==> src/rtl/multi_button_long_press_detector_unit_defines.svh <==
// Assertion macros for the detector unit, which checks its own logic.
`ifndef MULTI_BUTTON_LONG_PRESS_DETECTOR_UNIT_DEFINES_SVH
`define MULTI_BUTTON_LONG_PRESS_DETECTOR_UNIT_DEFINES_SVH

// The consequent must hold in the same cycle as the antecedent.
`define MBLP_ASSERT_SAME(label, clk, rstn, ante, cons, msg) \
    label: assert property (@(posedge clk) disable iff (!(rstn)) (ante) |-> (cons)) \
        else $error(msg);

// The consequent must hold in the cycle after the antecedent.
`define MBLP_ASSERT_NEXT(label, clk, rstn, ante, cons, msg) \
    label: assert property (@(posedge clk) disable iff (!(rstn)) (ante) |=> (cons)) \
        else $error(msg);

`endif

==> src/rtl/mblp_pkg.sv <==
package mblp_pkg;

    localparam int BUTTON_COUNT = 6;
    localparam int IDX_W = (BUTTON_COUNT > 1) ? $clog2(BUTTON_COUNT) : 1;
    localparam int BTN_W = 3;
    localparam int CNT_W = 16;
    localparam int MASK_W = 6;
    localparam int KIND_W = 2;
    localparam int CODE_W = 2;

    localparam logic [CNT_W-1:0] TICKS_RESET = 16'd3000;
    localparam logic [MASK_W-1:0] MASK_RESET = 6'd3;

    localparam logic [KIND_W-1:0] KIND_LEVEL = 2'd0;
    localparam logic [KIND_W-1:0] KIND_CANCEL = 2'd1;
    localparam logic [KIND_W-1:0] KIND_TICK = 2'd2;

    localparam logic [CODE_W-1:0] EV_PRESS = 2'd0;
    localparam logic [CODE_W-1:0] EV_RELEASE = 2'd1;
    localparam logic [CODE_W-1:0] EV_LONG_PRESS = 2'd2;
    localparam logic [CODE_W-1:0] EV_LONG_RELEASE = 2'd3;

    localparam logic CFG_TICKS = 1'b0;
    localparam logic CFG_MASK = 1'b1;

    typedef enum logic [1:0] {
        PH_IDLE = 2'd0,
        PH_PRESSED = 2'd1,
        PH_LONG = 2'd2
    } phase_t;

    typedef struct packed {
        phase_t phase;
        logic [CNT_W-1:0] cd;
    } entry_t;

    typedef struct packed {
        logic en;
        logic [IDX_W-1:0] idx;
        entry_t entry;
    } entry_wr_t;

endpackage

==> src/rtl/mblp_dec_unit.sv <==
module mblp_dec_unit (
    input  logic [mblp_pkg::CNT_W-1:0] value,
    output logic [mblp_pkg::CNT_W-1:0] dec_value,
    output logic                       expires
);

    assign dec_value = value - mblp_pkg::CNT_W'(1);
    assign expires = (value == mblp_pkg::CNT_W'(1));

endmodule

==> src/rtl/mblp_btn_file.sv <==
module mblp_btn_file (
    input  logic                       aclk,
    input  logic                       aresetn,
    input  logic [mblp_pkg::IDX_W-1:0] rd_idx,
    output mblp_pkg::entry_t           rd_entry,
    input  mblp_pkg::entry_wr_t        wr
);

    mblp_pkg::entry_t entry_reg [mblp_pkg::BUTTON_COUNT];

    always_ff @(posedge aclk) begin
        if (!aresetn) begin
            for (int i = 0; i < mblp_pkg::BUTTON_COUNT; i++) begin
                entry_reg[i].phase <= mblp_pkg::PH_IDLE;
                entry_reg[i].cd <= '0;
            end
        end else if (wr.en) begin
            entry_reg[wr.idx] <= wr.entry;
        end
    end

    assign rd_entry = entry_reg[rd_idx];

endmodule

==> src/rtl/multi_button_long_press_detector_unit.sv <==
// Multi-button long-press detector.
// Input items arrive on the s_ stream: a level change, a cancel or one time tick.
// Each level change or cancel for a valid button is handled in the update step after
// acceptance; a tick walks the button entries one per cycle while the output register
// is free, through a shared countdown decrement unit, and then passes a flush step.
// s_tready is high only while the sequencer is idle.
// Events leave on the m_ stream from an output register, one transaction per event;
// m_tlast marks the last event caused by one input item. An item that causes no event
// produces no output transaction. While the receiver stalls with the output register
// full, the sequencer holds at its current update, scan or flush step, whether or not
// that step emits an event, and the next item may be accepted while the final event
// of the previous one still waits in the output register.
// Configuration writes (index 0 long-press ticks, index 1 long-press mask) take effect
// at the clock edge where cfg_we is high.
// Reset (aresetn low, synchronous) returns all buttons to idle with zero countdowns,
// clears the output register and restores the register defaults.
`include "multi_button_long_press_detector_unit_defines.svh"

module multi_button_long_press_detector_unit (
    input  logic                        aclk,
    input  logic                        aresetn,
    input  logic                        s_tvalid,
    output logic                        s_tready,
    input  logic [7:0]                  s_tdata,  // kind[1:0], button[4:2], level[5], zero
    output logic                        m_tvalid,
    input  logic                        m_tready,
    output logic [7:0]                  m_tdata,  // event_button[2:0], event_code[4:3], zero
    output logic                        m_tlast,
    input  logic                        cfg_we,
    input  logic                        cfg_index,
    input  logic [mblp_pkg::CNT_W-1:0]  cfg_data
);

    typedef enum logic [1:0] {
        ST_IDLE,
        ST_UPDATE,
        ST_SCAN,
        ST_FLUSH
    } state_t;

    state_t state_reg, state_next;
    logic [mblp_pkg::CNT_W-1:0] ticks_reg, ticks_next;
    logic [mblp_pkg::MASK_W-1:0] mask_reg, mask_next;
    logic [mblp_pkg::KIND_W-1:0] kind_reg, kind_next;
    logic level_reg, level_next;
    logic [mblp_pkg::IDX_W-1:0] idx_reg, idx_next;
    logic pend_valid_reg, pend_valid_next;
    logic [mblp_pkg::IDX_W-1:0] pend_btn_reg, pend_btn_next;
    logic m_tvalid_reg, m_tvalid_next;
    logic [mblp_pkg::BTN_W-1:0] m_btn_reg, m_btn_next;
    logic [mblp_pkg::CODE_W-1:0] m_code_reg, m_code_next;
    logic m_last_reg, m_last_next;

    mblp_pkg::entry_t rd_entry;
    mblp_pkg::entry_wr_t wr;
    logic [mblp_pkg::CNT_W-1:0] dec_value;
    logic expires;

    logic [mblp_pkg::KIND_W-1:0] in_kind;
    logic [mblp_pkg::BTN_W-1:0] in_button;
    logic in_level;
    logic out_free;
    logic uses_long;
    logic [mblp_pkg::CNT_W-1:0] load_value;

    assign in_kind = s_tdata[1:0];
    assign in_button = s_tdata[4:2];
    assign in_level = s_tdata[5];

    mblp_btn_file u_btn_file (
        .aclk     (aclk),
        .aresetn  (aresetn),
        .rd_idx   (idx_reg),
        .rd_entry (rd_entry),
        .wr       (wr)
    );

    mblp_dec_unit u_dec (
        .value     (rd_entry.cd),
        .dec_value (dec_value),
        .expires   (expires)
    );

    assign out_free = !m_tvalid_reg || m_tready;
    assign load_value = (ticks_reg == '0) ? mblp_pkg::CNT_W'(1) : ticks_reg;

    always_comb begin
        uses_long = 1'b0;
        for (int i = 0; i < mblp_pkg::MASK_W; i++) begin
            if (i < mblp_pkg::BUTTON_COUNT && idx_reg == mblp_pkg::IDX_W'(i)) begin
                uses_long = mask_reg[i];
            end
        end
    end

    always_comb begin
        state_next = state_reg;
        ticks_next = ticks_reg;
        mask_next = mask_reg;
        kind_next = kind_reg;
        level_next = level_reg;
        idx_next = idx_reg;
        pend_valid_next = pend_valid_reg;
        pend_btn_next = pend_btn_reg;
        m_tvalid_next = m_tvalid_reg;
        m_btn_next = m_btn_reg;
        m_code_next = m_code_reg;
        m_last_next = m_last_reg;
        wr.en = 1'b0;
        wr.idx = idx_reg;
        wr.entry = rd_entry;

        if (cfg_we) begin
            if (cfg_index == mblp_pkg::CFG_TICKS) begin
                ticks_next = cfg_data;
            end else begin
                mask_next = cfg_data[mblp_pkg::MASK_W-1:0];
            end
        end

        if (m_tvalid_reg && m_tready) begin
            m_tvalid_next = 1'b0;
        end

        case (state_reg)
            ST_IDLE: begin
                if (s_tvalid) begin
                    kind_next = in_kind;
                    level_next = in_level;
                    if (in_kind == mblp_pkg::KIND_TICK) begin
                        idx_next = '0;
                        state_next = ST_SCAN;
                    end else if ((in_kind == mblp_pkg::KIND_LEVEL ||
                                  in_kind == mblp_pkg::KIND_CANCEL) &&
                                 32'(in_button) < mblp_pkg::BUTTON_COUNT) begin
                        idx_next = mblp_pkg::IDX_W'(in_button);
                        state_next = ST_UPDATE;
                    end
                end
            end
            ST_UPDATE: begin
                if (out_free) begin
                    state_next = ST_IDLE;
                    m_btn_next = mblp_pkg::BTN_W'(idx_reg);
                    m_last_next = 1'b1;
                    if (kind_reg == mblp_pkg::KIND_CANCEL) begin
                        if (rd_entry.phase == mblp_pkg::PH_PRESSED ||
                            rd_entry.phase == mblp_pkg::PH_LONG) begin
                            wr.en = 1'b1;
                            wr.entry.phase = mblp_pkg::PH_IDLE;
                            wr.entry.cd = '0;
                        end
                    end else if (!level_reg) begin
                        if (rd_entry.phase == mblp_pkg::PH_IDLE) begin
                            wr.en = 1'b1;
                            wr.entry.phase = mblp_pkg::PH_PRESSED;
                            if (uses_long) begin
                                wr.entry.cd = load_value;
                            end else begin
                                m_tvalid_next = 1'b1;
                                m_code_next = mblp_pkg::EV_PRESS;
                            end
                        end
                    end else begin
                        if (rd_entry.phase == mblp_pkg::PH_PRESSED ||
                            rd_entry.phase == mblp_pkg::PH_LONG) begin
                            wr.en = 1'b1;
                            wr.entry.phase = mblp_pkg::PH_IDLE;
                            wr.entry.cd = '0;
                            m_tvalid_next = 1'b1;
                            m_code_next = (rd_entry.phase == mblp_pkg::PH_PRESSED) ?
                                          mblp_pkg::EV_RELEASE : mblp_pkg::EV_LONG_RELEASE;
                        end
                    end
                end
            end
            ST_SCAN: begin
                if (out_free) begin
                    if (rd_entry.phase == mblp_pkg::PH_PRESSED && rd_entry.cd != '0) begin
                        wr.en = 1'b1;
                        wr.entry.cd = dec_value;
                        if (expires) begin
                            wr.entry.phase = mblp_pkg::PH_LONG;
                            if (pend_valid_reg) begin
                                m_tvalid_next = 1'b1;
                                m_btn_next = mblp_pkg::BTN_W'(pend_btn_reg);
                                m_code_next = mblp_pkg::EV_LONG_PRESS;
                                m_last_next = 1'b0;
                            end
                            pend_valid_next = 1'b1;
                            pend_btn_next = idx_reg;
                        end
                    end
                    if (32'(idx_reg) == mblp_pkg::BUTTON_COUNT - 1) begin
                        state_next = ST_FLUSH;
                    end else begin
                        idx_next = idx_reg + mblp_pkg::IDX_W'(1);
                    end
                end
            end
            ST_FLUSH: begin
                if (out_free) begin
                    if (pend_valid_reg) begin
                        m_tvalid_next = 1'b1;
                        m_btn_next = mblp_pkg::BTN_W'(pend_btn_reg);
                        m_code_next = mblp_pkg::EV_LONG_PRESS;
                        m_last_next = 1'b1;
                        pend_valid_next = 1'b0;
                    end
                    state_next = ST_IDLE;
                end
            end
            default: begin
                state_next = ST_IDLE;
            end
        endcase
    end

    always_ff @(posedge aclk) begin
        if (!aresetn) begin
            state_reg <= ST_IDLE;
            ticks_reg <= mblp_pkg::TICKS_RESET;
            mask_reg <= mblp_pkg::MASK_RESET;
            pend_valid_reg <= 1'b0;
            m_tvalid_reg <= 1'b0;
        end else begin
            state_reg <= state_next;
            ticks_reg <= ticks_next;
            mask_reg <= mask_next;
            pend_valid_reg <= pend_valid_next;
            m_tvalid_reg <= m_tvalid_next;
        end
        kind_reg <= kind_next;
        level_reg <= level_next;
        idx_reg <= idx_next;
        pend_btn_reg <= pend_btn_next;
        m_btn_reg <= m_btn_next;
        m_code_reg <= m_code_next;
        m_last_reg <= m_last_next;
    end

    assign s_tready = (state_reg == ST_IDLE);
    assign m_tvalid = m_tvalid_reg;
    assign m_tdata = {3'b000, m_code_reg, m_btn_reg};
    assign m_tlast = m_last_reg;

    `MBLP_ASSERT_SAME(a_ready_no_pending, aclk, aresetn, s_tready, !pend_valid_reg,
        "input accepted while a long-press event is still pending")
    `MBLP_ASSERT_SAME(a_pending_in_scan, aclk, aresetn, pend_valid_reg,
        (state_reg == ST_SCAN || state_reg == ST_FLUSH),
        "pending long-press event outside of a tick scan")
    `MBLP_ASSERT_SAME(a_scan_index, aclk, aresetn, state_reg == ST_SCAN,
        32'(idx_reg) < mblp_pkg::BUTTON_COUNT, "scan index beyond the button count")
    `MBLP_ASSERT_NEXT(a_flush_done, aclk, aresetn,
        (state_reg == ST_FLUSH && out_free), state_reg == ST_IDLE,
        "flush did not return the sequencer to idle")

endmodule

==> config.mk <==
export PLATFORM = sky130hd
export DESIGN_NAME = multi_button_long_press_detector_unit
export DESIGN_NICKNAME = d
export VERILOG_FILES = /design/src/rtl/mblp_pkg.sv /design/src/rtl/mblp_dec_unit.sv /design/src/rtl/mblp_btn_file.sv /design/src/rtl/multi_button_long_press_detector_unit.sv
export VERILOG_INCLUDE_DIRS = /design/src /design/src/rtl
export SDC_FILE = /design/constraint.sdc
export NUM_CORES = 1
export LEC_CHECK = 0
export ABC_AREA = 0
export BUFFER_PORTS_ARGS = -buffer_cell sky130_fd_sc_hd__buf_2
export CORE_ASPECT_RATIO = 1.75
export CORE_UTILIZATION = 50
export DETAILED_ROUTE_END_ITERATION = 8
export PLACE_DENSITY_LB_ADDON = 0.2
export SLEW_MARGIN = 20
export SYNTH_ARGS = -nofsm -noshare
export SYNTH_HDL_FRONTEND = slang
export SYNTH_SLANG_ARGS = --single-unit
export TNS_END_PERCENT = 100
==> constraint.sdc <==
create_clock -name aclk -period 14.1 [get_ports aclk]
set_input_delay 2.82 -clock aclk [delete_from_list [all_inputs] [get_ports aclk]]
set_output_delay 2.82 -clock aclk [all_outputs]
set_load 0.01 [all_outputs]
Word level (Yosys, flattened, before mapping)

Memory sizes are Yosys's and may differ from the RTL's. A register that Yosys moved wholly into a read port is not among the register bits.
Index checks and enable logic that the tools add are counted.

Register bits: 41
Memory bits (writable): 108
Output and inout port bits: 11
Logic and storage cells: 167
Memories: 1

Add/sub/neg operators: 2
$lt $le $gt $ge: 1
Eq/ne operators: 30
Multiplexer cells: 92
Bitwise logic cells: 1
Reduce and logical (&&, ||, !) cells: 28

Memory list:

| name                 | words | width | read ports | clocked after Yosys merged registers in | wr ports | RTL line           | text |
|---|---|---|---|---|---|---|---|
| u_btn_file.entry_reg | 6     | 18    | 1          | 1                                       | 6        | mblp_btn_file.sv:9 | `mblp_pkg::entry_t entry_reg [mblp_pkg::BUTTON_COUNT];` |

Operators by type and width:

| kind                  | count |
|---|---|
| $mux 18               | 8 |
| $mux 1                | 41 |
| $mux 3                | 13 |
| $mux 2                | 19 |
| $pmux 18 s2           | 1 |
| $mux 16               | 2 |
| $ne 2x2->1 const B    | 11 |
| $reduce_or 18->1      | 1 |
| $eq 16x1->1 const B   | 1 |
| $logic_not 16->1      | 1 |
| $reduce_bool 16->1    | 1 |
| $sub 16x1->16 const B | 1 |
| $reduce_and 5->1      | 3 |
| $pmux 2 s3            | 2 |
| $reduce_and 10->1     | 1 |
| $ne 3x3->1 const B    | 3 |
| $pmux 3 s3            | 1 |
| $eq 2x1->1 const B    | 4 |
| $eq 2x2->1 const B    | 4 |
| $reduce_and 8->1      | 1 |
| $eq 3x2->1 const B    | 2 |
| $eq 3x3->1 const B    | 2 |
| $logic_not 2->1       | 3 |
| $pmux 1 s3            | 2 |
| other kinds (18)      | 26 |

Logic depth before layout (Yosys ltp)

Gate-level depths: netlist of the first run.

Depth after elaboration: 14
Mapped depth: 14

By module

Synthesis of the first run repeated with hierarchy kept, for this count alone.

Cell total of the unflattened synthesis: 821
Area total of the unflattened synthesis: 9,708.1 um^2

By module, submodules not included:

| module                                | times used | cells an instance | area an instance (um^2) | seq. area each (um^2) |
|---|---|---|---|---|
| mblp_btn_file                         | 1          | 372               | 6,313.6                 | 4,324.1 |
| multi_button_long_press_detector_unit | 1          | 405               | 3,061.7                 | 970.9 |
| mblp_dec_unit                         | 1          | 44                | 332.8                   | 0.0 |

Worst setup path after synthesis of the first run

No wires, ideal clock.

Path kind: input-to-reg
From: input m_tready
To: memory u_btn_file.entry_reg[6][0] in the netlist's numbering, enable pin
Arrival: 5,318 ps
Required time: 13,661 ps
Setup slack: 8,342 ps
Stages on the path: 4
Path buffers: 1
Cell sequence: nand2b_1 clkbuf_1 nand2_1 nor4_1

RTL lines:

| what               | RTL line                                    | text |
|---|---|---|
| start: declaration | multi_button_long_press_detector_unit.sv:26 | `input logic m_tready,` |
| end: declaration   | mblp_btn_file.sv:9                          |  |

==> flow_metrics.env, run 1 <==
export IMPL_outcome="completed"
export IMPL_die_area_mm2=0.0196
export IMPL_startpoint_type="flop"
export IMPL_ioPinCount=41
export IMPL_tns_ns=0
export IMPL_die_h_um=185
export IMPL_hold_path_end="mask_reg[2]"
export IMPL_grt_max_degree=41
export IMPL_nets=865
export IMPL_crit_path_top_delay_cell="nand2_1"
export IMPL_drv_slew=0
export IMPL_antenna_found_initial=0
export IMPL_p_leak_nw=3.74
export IMPL_setup_viol_count_final=0
export IMPL_numPlacedInstances=1039
export IMPL_core_area_mm2=0.0187
export IMPL_final_layout_size_suffix_gt1_share_pct=18.2
export IMPL_holdWs_ns=0.466
export IMPL_fin_crit_sh_pct=42.5
export IMPL_synth_top_area_share_pct=50.1
export IMPL_ys_ff_latch=188
export IMPL_cts_tree="done"
export IMPL_track_usage_pct=28.3
export IMPL_ys_flop_type="edfxtp_1"
export IMPL_hold_viol=0
export IMPL_overflow=0
export IMPL_grt_first_pass_wirelength_um=40200
export IMPL_clock_sinks=188
export IMPL_max_slew_margin_rel_pct=25.9
export IMPL_first_global_vias=7099
export IMPL_final_cells=1071
export IMPL_fmax_mhz=167
export IMPL_htree_levels=4
export IMPL_rsz0062_at_grt="no"
export IMPL_postCtsSetupBuffers=0
export IMPL_fin_skew_ns=0.0112
export IMPL_drtPass1Iterations=5
export IMPL_cp_arrival_ns=5.90
export IMPL_power_density_mw_per_mm2=225
export IMPL_crit_type="flop to flop"
export IMPL_r2r_end="u_btn_file.entry_reg[5][17]"
export IMPL_ant_nets=0
export IMPL_root_buffer="clkbuf_16"
export IMPL_clk_latency_ns=0.44
export IMPL_cts_made_buffers=17
export IMPL_cp_end_kind="flop"
export IMPL_seq_area_frac_synth_pct=56.2
export IMPL_syn2layout_area_growth_pct=9.91
export IMPL_synth_top_cell_by_area="edfxtp_1"
export IMPL_cts_buffer_depth=2
export IMPL_async_flop_share_pct=0
export IMPL_antennaDiodeCount=0
export IMPL_die_w_um=106
export IMPL_synth_distinct_cells=74
export IMPL_worstMarginPinSlew_ns=1.11
export IMPL_drv_cap=0
export IMPL_synth_cells=798
export IMPL_netlist_area_mm2=0.00953
export IMPL_dp_hpwl_um=17800
export IMPL_hold_buffers=0
export IMPL_reg2reg_slack_ns=8.11
export IMPL_min_delay_path_depth=2
export IMPL_synthTopCellsByArea="edfxtp_1 50%, mux4_2 7.8%, dfxtp_1 6.1%, nand2_1 4.0%, a21oi_1 3.9%"
export IMPL_syn_area_per_cell_um2=11.9
export IMPL_route_detailed_drc=0
export IMPL_ctsResizeCount=0
export IMPL_synth_edf_count=159
export IMPL_hold_start="mask_reg[2]"
export IMPL_max_stage_delay_ns=0.86
export IMPL_clk_pin_slew_ns=0.07
export IMPL_gp_congestion=0.996
export IMPL_wl_per_cell_um=24.5
export IMPL_first_iter_violations=563
export IMPL_start_util_pct=51.1
export IMPL_reg2regPathDepth=8
export IMPL_row_count=66
export IMPL_crit_required_ns=14.01
export IMPL_via_per_inst=6.42
export IMPL_peakVddDrop_v=0.000210
export IMPL_io_buffer_count=35
export IMPL_wl_um=26200
export IMPL_vias=6879
export IMPL_ys_warn_count=0
export IMPL_crit_fanout=28
export IMPL_largest_reg_flops=144
export IMPL_min_period_ns=5.99
export IMPL_hp_class="flop to flop"
export IMPL_cp_cell_sequence="buf_4, mux4_2, mux2i_1, nand4_1, or4_1, o311a_1, o21ai_4, nand2_1"
per-layer routing:
metal | up-vias | GRT usage [%] | share of wire [%]
met2 | 310 | 51.0 | 54
met4 | 0 | 17.1 | 5.4
met1 | 3407 | 31.4 | 36
li1 | 3079 | - | -
met3 | 83 | 3.43 | 4.8
met5 | - | 0 | 0
worst max path at each step:
| stage | from | end | slack, ns | depth (start not counted) |
|---|---|---|---|---|
| after floorplan | m_tready | u_btn_file.entry_reg[6][0] | 8.34 | 4 |
| after global placement | flop | u_btn_file.entry_reg[5][13] | 8.17 | 8 |
| after detailed placement | flop | u_btn_file.entry_reg[5][16] | 8.13 | 8 |
| after CTS | flop | u_btn_file.entry_reg[5][17] | 8.10 | 8 |
| after global routing | flop | u_btn_file.entry_reg[0][17] | 7.94 | 8 |
| final | flop | u_btn_file.entry_reg[5][17] | 8.11 | 8 |
stage by stage:
| stage | setup slack [ns] | total power, mW | cell area [um^2] | util (%) |
|---|---|---|---|---|
| floorplan | 8.34 | 1.54 | 9540 | - |
| global placement | 8.17 | 1.82 | 9850 | 52.8 |
| detailed placement | 8.13 | 1.85 | 9850 | 52.8 |
| CTS | 8.10 | 2.35 | 10500 | 56.1 |
| global route | 7.94 | 2.47 | 10500 | 56.1 |
| finish | 8.11 | 2.36 | 10500 | 56.1 |
placed cells by master (no fill, tap or decap), drive strengths merged, types with 5 or more instances in the layout:
master,count
a211oi,9
a21oi,75
a31oi,12
and2,6
and3,5
buf,46
clkbuf,17
dfxtp,29
edfxtp,159
ha,15
inv,39
mux2,14
mux2i,22
mux4,33
nand2,101
nand3,25
nor2,78
nor2b,6
nor3,17
nor4,12
o211ai,6
o21ai,19
o31ai,5
Yosys cell counts, types with 3 or more instances:
cell,instances
o22ai_1,4
and3_1,5
o21ai_4,6
a22oi_1,4
o21a_1,4
nor4_1,9
o21ai_0,11
o31ai_1,5
buf_2,8
nand2_1,101
dfxtp_1,29
buf_1,4
nor4_2,3
clkbuf_1,20
ha_1,15
nor3_1,16
nand3_1,25
inv_2,3
mux4_2,33
nand2b_1,4
a32oi_1,4
and2_1,6
inv_1,27
nor2_1,78
a31oi_1,12
a211oi_1,9
edfxtp_1,159
mux2_2,13
a21oi_1,75
mux2i_1,20
nor2b_1,6
and4_1,3
nand4_1,4
buf_6,9
o211ai_1,5
buf_4,4
a21boi_0,4
layout make-up:
type / count / area [um^2]
Tap cell: 238 / 298
Sequential cell: 188 / 5360
Fill cell: 1606 / 8180
Clock inverter: 15 / 196
Multi-Input combinational cell: 537 / 3830
Timing Repair Buffer: 46 / 258
Inverter: 30 / 113
Clock buffer: 17 / 425
power breakdown:
part / switching [mW] / leakage [nW] / internal (mW) / total (mW)
logic: 0.758 / 1.61 / 0.351 / 1.11
clock network: 0.231 / 0.306 / 0.272 / 0.503
registers: 0.0335 / 1.82 / 0.712 / 0.745
total: 1.02 / 3.74 / 1.34 / 2.36
worst max-delay path, delay by kind of cell (launching register included):
family | cells | cell delay, ns
AND/OR/NAND/NOR | 3 | 2.04
AO/OA/AOI/OAI | 2 | 1.39
multiplexers | 2 | 1.20
buffers and inverters | 1 | 0.45
flip-flops | 1 | 0.33
kinds of logic (layout without fill, tap and decap cells):
group	after synthesis	in the layout	share of synthesized area [%]
adder cells (fa/ha/maj)	15	15	1.97
flip-flops	188	188	56.2
other	1	3	0.0393
buffers and inverters	75	108	3.92
multiplexers	69	69	11.9
AO/OA/AOI/OAI	178	178	12.9
AND/OR/NAND/NOR	272	272	13.1
No activity file was read; power rests on OpenSTA's default activity.
==> run 2, diff against run 1 <==
Settings changed: ABC_AREA 0 to 1.
Clock period 14.1 ns to 5.7 ns, I/O delays scaled along.
==> run 2 against run 1 <==
Sequential share of layout area decreased by 5.1 points. Clock power is 120% higher. Sequential power grew to 2.6 times the previous value. Cell count increased by 54%. Area after synthesis increased by 13%. Global-route usage decreased by 1.9 points. Largest cell class unchanged.
==> flow_metrics.env, run 2 <==
export IMPL_ctsResizeCount=0
export IMPL_fin_crit_sh_pct=80.2
export IMPL_outcome="completed"
export IMPL_wl_um=27800
export IMPL_first_iter_violations=538
export IMPL_rsz0062_at_grt="no"
export IMPL_min_delay_path_depth=2
export IMPL_synth_cells=1381
export IMPL_reg2regPathDepth=17
export IMPL_crit_required_ns=5.76
export IMPL_dp_hpwl_um=19700
export IMPL_overflow=0
export IMPL_holdWs_ns=0.470
export IMPL_hold_buffers=0
export IMPL_synth_common_cells="376 x nand2_1, 213 x nor2_1, 179 x inv_1"
export IMPL_swShare_pct=50.0
export IMPL_cts_tree="done"
export IMPL_cp_arrival_ns=4.63
export IMPL_clock_sinks=188
export IMPL_p_sw_mw=3.44
export IMPL_power_density_mw_per_mm2=592
export IMPL_synth_distinct_cells=43
export IMPL_row_count=70
export IMPL_hold_path_end="mask_reg[2]"
export IMPL_crit_type="flop to flop"
export IMPL_wl_per_cell_um=16.8
export IMPL_p_leak_nw=5.32
export IMPL_min_period_ns=4.57
export IMPL_final_layout_size_suffix_gt1_share_pct=10.6
export IMPL_postCtsSetupBuffers=0
export IMPL_die_h_um=196
export IMPL_gp_congestion=0.928
export IMPL_clk_pin_slew_ns=0.07
export IMPL_crit_path_top_delay_cell="nand2_1"
export IMPL_grt_max_degree=57
export IMPL_syn2layout_area_growth_pct=7.57
export IMPL_async_flop_share_pct=0
export IMPL_root_buffer="clkbuf_16"
export IMPL_drv_slew=0
export IMPL_final_common_cell="nand2_1"
export IMPL_final_area_mm2=0.0116
export IMPL_max_stage_delay_ns=0.73
export IMPL_clk_latency_ns=0.44
export IMPL_r2r_end="u_btn_file.entry_reg[2][11]"
export IMPL_ys_flop_type="edfxtp_1"
export IMPL_antenna_found_initial=0
export IMPL_vias=8968
export IMPL_layout_common_cells="376 x nand2_1, 213 x nor2_1, 179 x inv_1, 159 x edfxtp_1, 125 x nand3_1"
export IMPL_placed_area_mm2=0.0111
export IMPL_yosysMostFrequentCell="nand2_1"
export IMPL_crit_fanout=56
export IMPL_antennaDiodeCount=0
export IMPL_cts_made_buffers=17
export IMPL_max_slew_margin_rel_pct=34.1
export IMPL_syn_area_per_cell_um2=7.83
export IMPL_cpMostUsedCell="nand2_1"
export IMPL_htree_levels=4
export IMPL_tns_ns=0
export IMPL_seq_area_frac_synth_pct=49.6
export IMPL_ant_nets=0
export IMPL_synth_top_area_share_pct=44.2
export IMPL_worstMarginPinSlew_ns=0.987
export IMPL_core_area_mm2=0.0210
export IMPL_ys_ff_latch=188
export IMPL_die_area_mm2=0.0222
export IMPL_nets=1436
export IMPL_hp_class="flop to flop"
export IMPL_route_detailed_drc=0
export IMPL_pwr_share_seq_pct=27.7
export IMPL_ioPinCount=41
export IMPL_synth_edf_count=159
export IMPL_fin_skew_ns=0.0103
export IMPL_drv_cap=0
export IMPL_cp_cell_sequence="inv_4, buf_4, o21ai_0, nand2_1, nand2_1, nand2_2, inv_2, ha_1, nand3_4, inv_2, nand2_1, nor2_4, nor2_4, o21ai_4, nor2_4, nand2_4, nand2_1"
export IMPL_hold_viol=0
export IMPL_p_comb_share_pct=55.8
export IMPL_synthTopCellsByArea="edfxtp_1 44%, nand2_1 13%, nor2_1 7.4%, inv_1 6.2%, nand3_1 5.8%"
export IMPL_io_buffer_count=35
export IMPL_via_per_inst=5.42
export IMPL_power_mw=6.88
export IMPL_reg2reg_slack_ns=1.13
export IMPL_track_usage_pct=26.3
export IMPL_setup_viol_count_final=0
export IMPL_die_w_um=113
export IMPL_hold_start="mask_reg[2]"
export IMPL_peakVddDrop_v=0.000353
export IMPL_netlist_area_mm2=0.0108
export IMPL_cts_buffer_depth=2
export IMPL_setup_ws_ns=1.13
export IMPL_fmax_mhz=219
export IMPL_startpoint_type="flop"
export IMPL_cp_end_kind="flop"
export IMPL_synth_top_cell_by_area="edfxtp_1"
export IMPL_grt_first_pass_wirelength_um=44500
export IMPL_power_clock_fraction_pct=16.5
export IMPL_drtPass1Iterations=5
export IMPL_pre_cts_slack_ns=1.11
export IMPL_start_util_pct=51.4
export IMPL_p_int_mw=3.45
export IMPL_largest_reg_flops=144
export IMPL_first_global_vias=8742
export IMPL_ys_warn_count=0
==> run 2: changes by cell type in the layout (fill, tap and decap cells not counted), sizes merged, moves of 15 or more <==
cell | before | now
nor2 | 78 | 229
mux4 | 33 | 0
nand2 | 101 | 404
mux2i | 22 | 0
a21oi | 75 | 42
o21ai | 19 | 63
nand4 | 4 | 19
nand3 | 25 | 127
inv | 39 | 189
==> run 2: metal layers <==
layer	wire, um	part of all wire (%)	track usage, %	up-vias
met2	15200	55	50.1	285
met4	1080	3.9	13.7	0
met5	0	0	0	-
met1	10300	37	28.0	4189
met3	1220	4.4	3.26	65
li1	-	-	-	4429
==> run 2: cell type report <==
cell class | instances | area (um^2)
Sequential cell | 188 | 5360
Timing Repair Buffer | 58 | 348
Fill cell | 1987 | 9400
Clock inverter | 12 | 116
Inverter | 186 | 701
Clock buffer | 18 | 429
Multi-Input combinational cell | 940 | 4360
Tap cell | 252 | 315
==> run 2: kinds of logic (layout without fill, tap and decap cells) <==
group           Yosys count  count (layout)  share of synthesized area, %
simple gates            791             791                          31.5
buf+inv                 255             274                          10.3
flops                   188             188                          49.6
compound gates          130             130                          6.78
fa+ha+maj                15              15                          1.74
other cells               1               3                        0.0347
xor+xnor                  1               1                        0.0811
==> run 2: power groups by stage <==
stage | sequential [mW] | clock (mW) | combinational [mW]
3_5_place_dp | 1.94 | 0 | 3.81
4_1_cts | 1.91 | 1.14 | 3.82
3_3_place_gp | 1.93 | 0 | 3.74
6_report | 1.91 | 1.13 | 3.84
2_1_floorplan | 1.90 | 0 | 2.85
5_1_grt | 1.93 | 1.20 | 4.28
==> run 2: critical path: cells and delay by family (launching register included) <==
kind / cells / cell delay [ns]
AO/OA/AOI/OAI: 2 / 0.35
adder cells (fa/ha/maj): 1 / 0.27
buffers and inverters: 4 / 0.86
flip-flops: 1 / 0.50
AND/OR/NAND/NOR: 10 / 2.18
==> run 2: stage by stage <==
stage / cells / utilization (%)
3_5_place_dp: 1624 / 52.7
5_1_grt: 1654 / 55.3
4_1_cts: 1654 / 55.3
6_report: 1654 / 55.3
2_1_floorplan: 1383 / -
3_3_place_gp: 1624 / 52.7
==> run 2: worst max-delay path by stage <==
stage                                  endpoint  cells after the start  slack (ns)
finish              u_btn_file.entry_reg[2][11]                     17        1.13
global route        u_btn_file.entry_reg[2][11]                     17        0.77
CTS                 u_btn_file.entry_reg[2][11]                     17        1.08
detailed placement  u_btn_file.entry_reg[2][17]                     17        1.11
global placement     u_btn_file.entry_reg[2][2]                     17        1.14
floorplan            u_btn_file.entry_reg[6][0]                     16        1.59
==> run 3, diff against run 2 <==
Clock period 5.7 ns to 4.4 ns, I/O delays scaled along.
==> run 3 against run 2 <==
Worst hold slack worse by 0.0020 ns. Register-to-register slack worse by 0.57 ns. Via count is 0.27% higher. Utilization is 0.40 points higher. Worst setup slack worse by 0.57 ns. Largest cell class unchanged. Highest routed layer unchanged.
==> flow_metrics.env, run 3 (synthesis results as in run 2) <==
export IMPL_hold_viol=0
export IMPL_reg2reg_slack_ns=0.56
export IMPL_drv_slew=0
export IMPL_multiInputGateArea_mm2=0.00436
export IMPL_track_usage_pct=26.6
export IMPL_first_iter_violations=515
export IMPL_cp_arrival_ns=3.93
export IMPL_postCtsSetupBuffers=0
export IMPL_antennaDiodeCount=0
export IMPL_io_buffer_count=35
export IMPL_crit_required_ns=4.50
export IMPL_route_detailed_drc=0
export IMPL_post_route_util_pct=55.7
export IMPL_p_leak_nw=5.37
export IMPL_wl_um=28500
export IMPL_fin_skew_ns=0.0107
export IMPL_rsz0062_at_grt="no"
export IMPL_vias=8992
export IMPL_tns_ns=0
export IMPL_antenna_found_initial=0
export IMPL_die_area_mm2=0.0222
export IMPL_cts_tree="done"
export IMPL_num_fill_cells=1984
export IMPL_power_density_mw_per_mm2=774
export IMPL_drtPass1Iterations=5
export IMPL_layout_common_cells="376 x nand2_1, 213 x nor2_1, 179 x inv_1, 159 x edfxtp_1, 125 x nand3_1"
export IMPL_gp_congestion=0.952
export IMPL_cts_buffer_depth=2
export IMPL_first_global_vias=8509
export IMPL_start_util_pct=51.4
export IMPL_r2r_end="u_btn_file.entry_reg[4][6]"
export IMPL_die_h_um=196
export IMPL_grt_max_degree=79
export IMPL_drv_cap=0
export IMPL_ctsResizeCount=0
export IMPL_worstMarginPinSlew_ns=0.899
export IMPL_grt_first_pass_wirelength_um=44400
export IMPL_final_area_mm2=0.0117
export IMPL_syn2layout_area_growth_pct=8.36
export IMPL_final_cells=1662
export IMPL_crit_type="flop to flop"
export IMPL_wl_per_cell_um=17.2
export IMPL_root_buffer="clkbuf_16"
export IMPL_clk_latency_ns=0.44
export IMPL_startpoint_type="flop"
export IMPL_reg2regPathDepth=13
export IMPL_clk_pin_slew_ns=0.07
export IMPL_setup_ws_ns=0.563
export IMPL_overflow=0
export IMPL_hp_class="flop to flop"
export IMPL_setup_viol_count_final=0
export IMPL_fin_crit_sh_pct=87.2
export IMPL_final_layout_size_suffix_gt1_share_pct=11.0
export IMPL_outcome="completed"
export IMPL_power_mw=9.07
export IMPL_htree_levels=4
export IMPL_ant_nets=0
export IMPL_hold_buffers=0
export IMPL_crit_fanout=19
export IMPL_ioPinCount=41
export IMPL_clock_sinks=188
export IMPL_dp_hpwl_um=19800
export IMPL_final_common_cell="nand2_1"
export IMPL_min_period_ns=3.84
export IMPL_via_per_inst=5.41
export IMPL_die_w_um=113
export IMPL_peakVddDrop_v=0.000441
export IMPL_seq_area_mm2=0.00536
export IMPL_row_count=70
export IMPL_numPlacedInstances=1630
export IMPL_core_area_mm2=0.0210
export IMPL_crit_path_end="u_btn_file.entry_reg[4][6]"
export IMPL_fmax_mhz=261
export IMPL_cts_made_buffers=17
export IMPL_nets=1442
export IMPL_placed_area_mm2=0.0111
export IMPL_pre_cts_slack_ns=0.588
export IMPL_largest_reg_flops=144
export IMPL_max_slew_margin_rel_pct=39.9
export IMPL_holdWs_ns=0.468
export IMPL_cp_end_kind="flop"
## run 3: cell count changes in the layout (fill, tap and decap cells not counted), sizes merged
cell      previous run  this run
clkinvlp             1         0
clkbuf              18        20
bufinv               1         2
buf                 58        64
## run 3: worst min-delay path by stage
stage	start	to	cells past startpoint
3_5_place_dp	mask_reg[2]	mask_reg[2]	2
6_report	mask_reg[2]	mask_reg[2]	2
5_1_grt	mask_reg[2]	mask_reg[2]	2
3_3_place_gp	mask_reg[2]	mask_reg[2]	2
2_1_floorplan	idx_reg[2]	pend_btn_reg[2]	0
4_1_cts	mask_reg[2]	mask_reg[2]	2
## run 3: critical path: stages, from the launching register on
cell and delay, ns:
dfxtp_1 0.79, inv_2 0.27, nand2_1 0.14, o21a_1 0.19
ha_1 0.33, inv_1 0.07, nand2_1 0.09, a21oi_1 0.07
nor4_1 0.40, o21ai_4 0.18, nor2_4 0.22, nand2_4 0.25
nand2_1 0.13, buf_4 0.36
## run 3: report_power, final
group,leakage (nW),total [mW],internal [mW],switching (mW)
clock network,0.284,1.53,0.844,0.683
registers,1.82,2.45,2.33,0.118
logic,3.26,5.09,1.39,3.69
## run 3: area by class of cell
type                            count  area share (%)
Multi-Input combinational cell    940            37.2
Clock inverter                     12            1.16
Timing Repair Buffer               64            3.46
Tap cell                          252            2.69
Inverter                          186            5.98
Clock buffer                       20            3.73
Sequential cell                   188            45.7
## run 3: metal layers
layer  routed length, um  track usage (%)
met5                   0                0
met4                1340             14.1
met2               15600             51.2
met3                1290             3.41
met1               10300             27.4
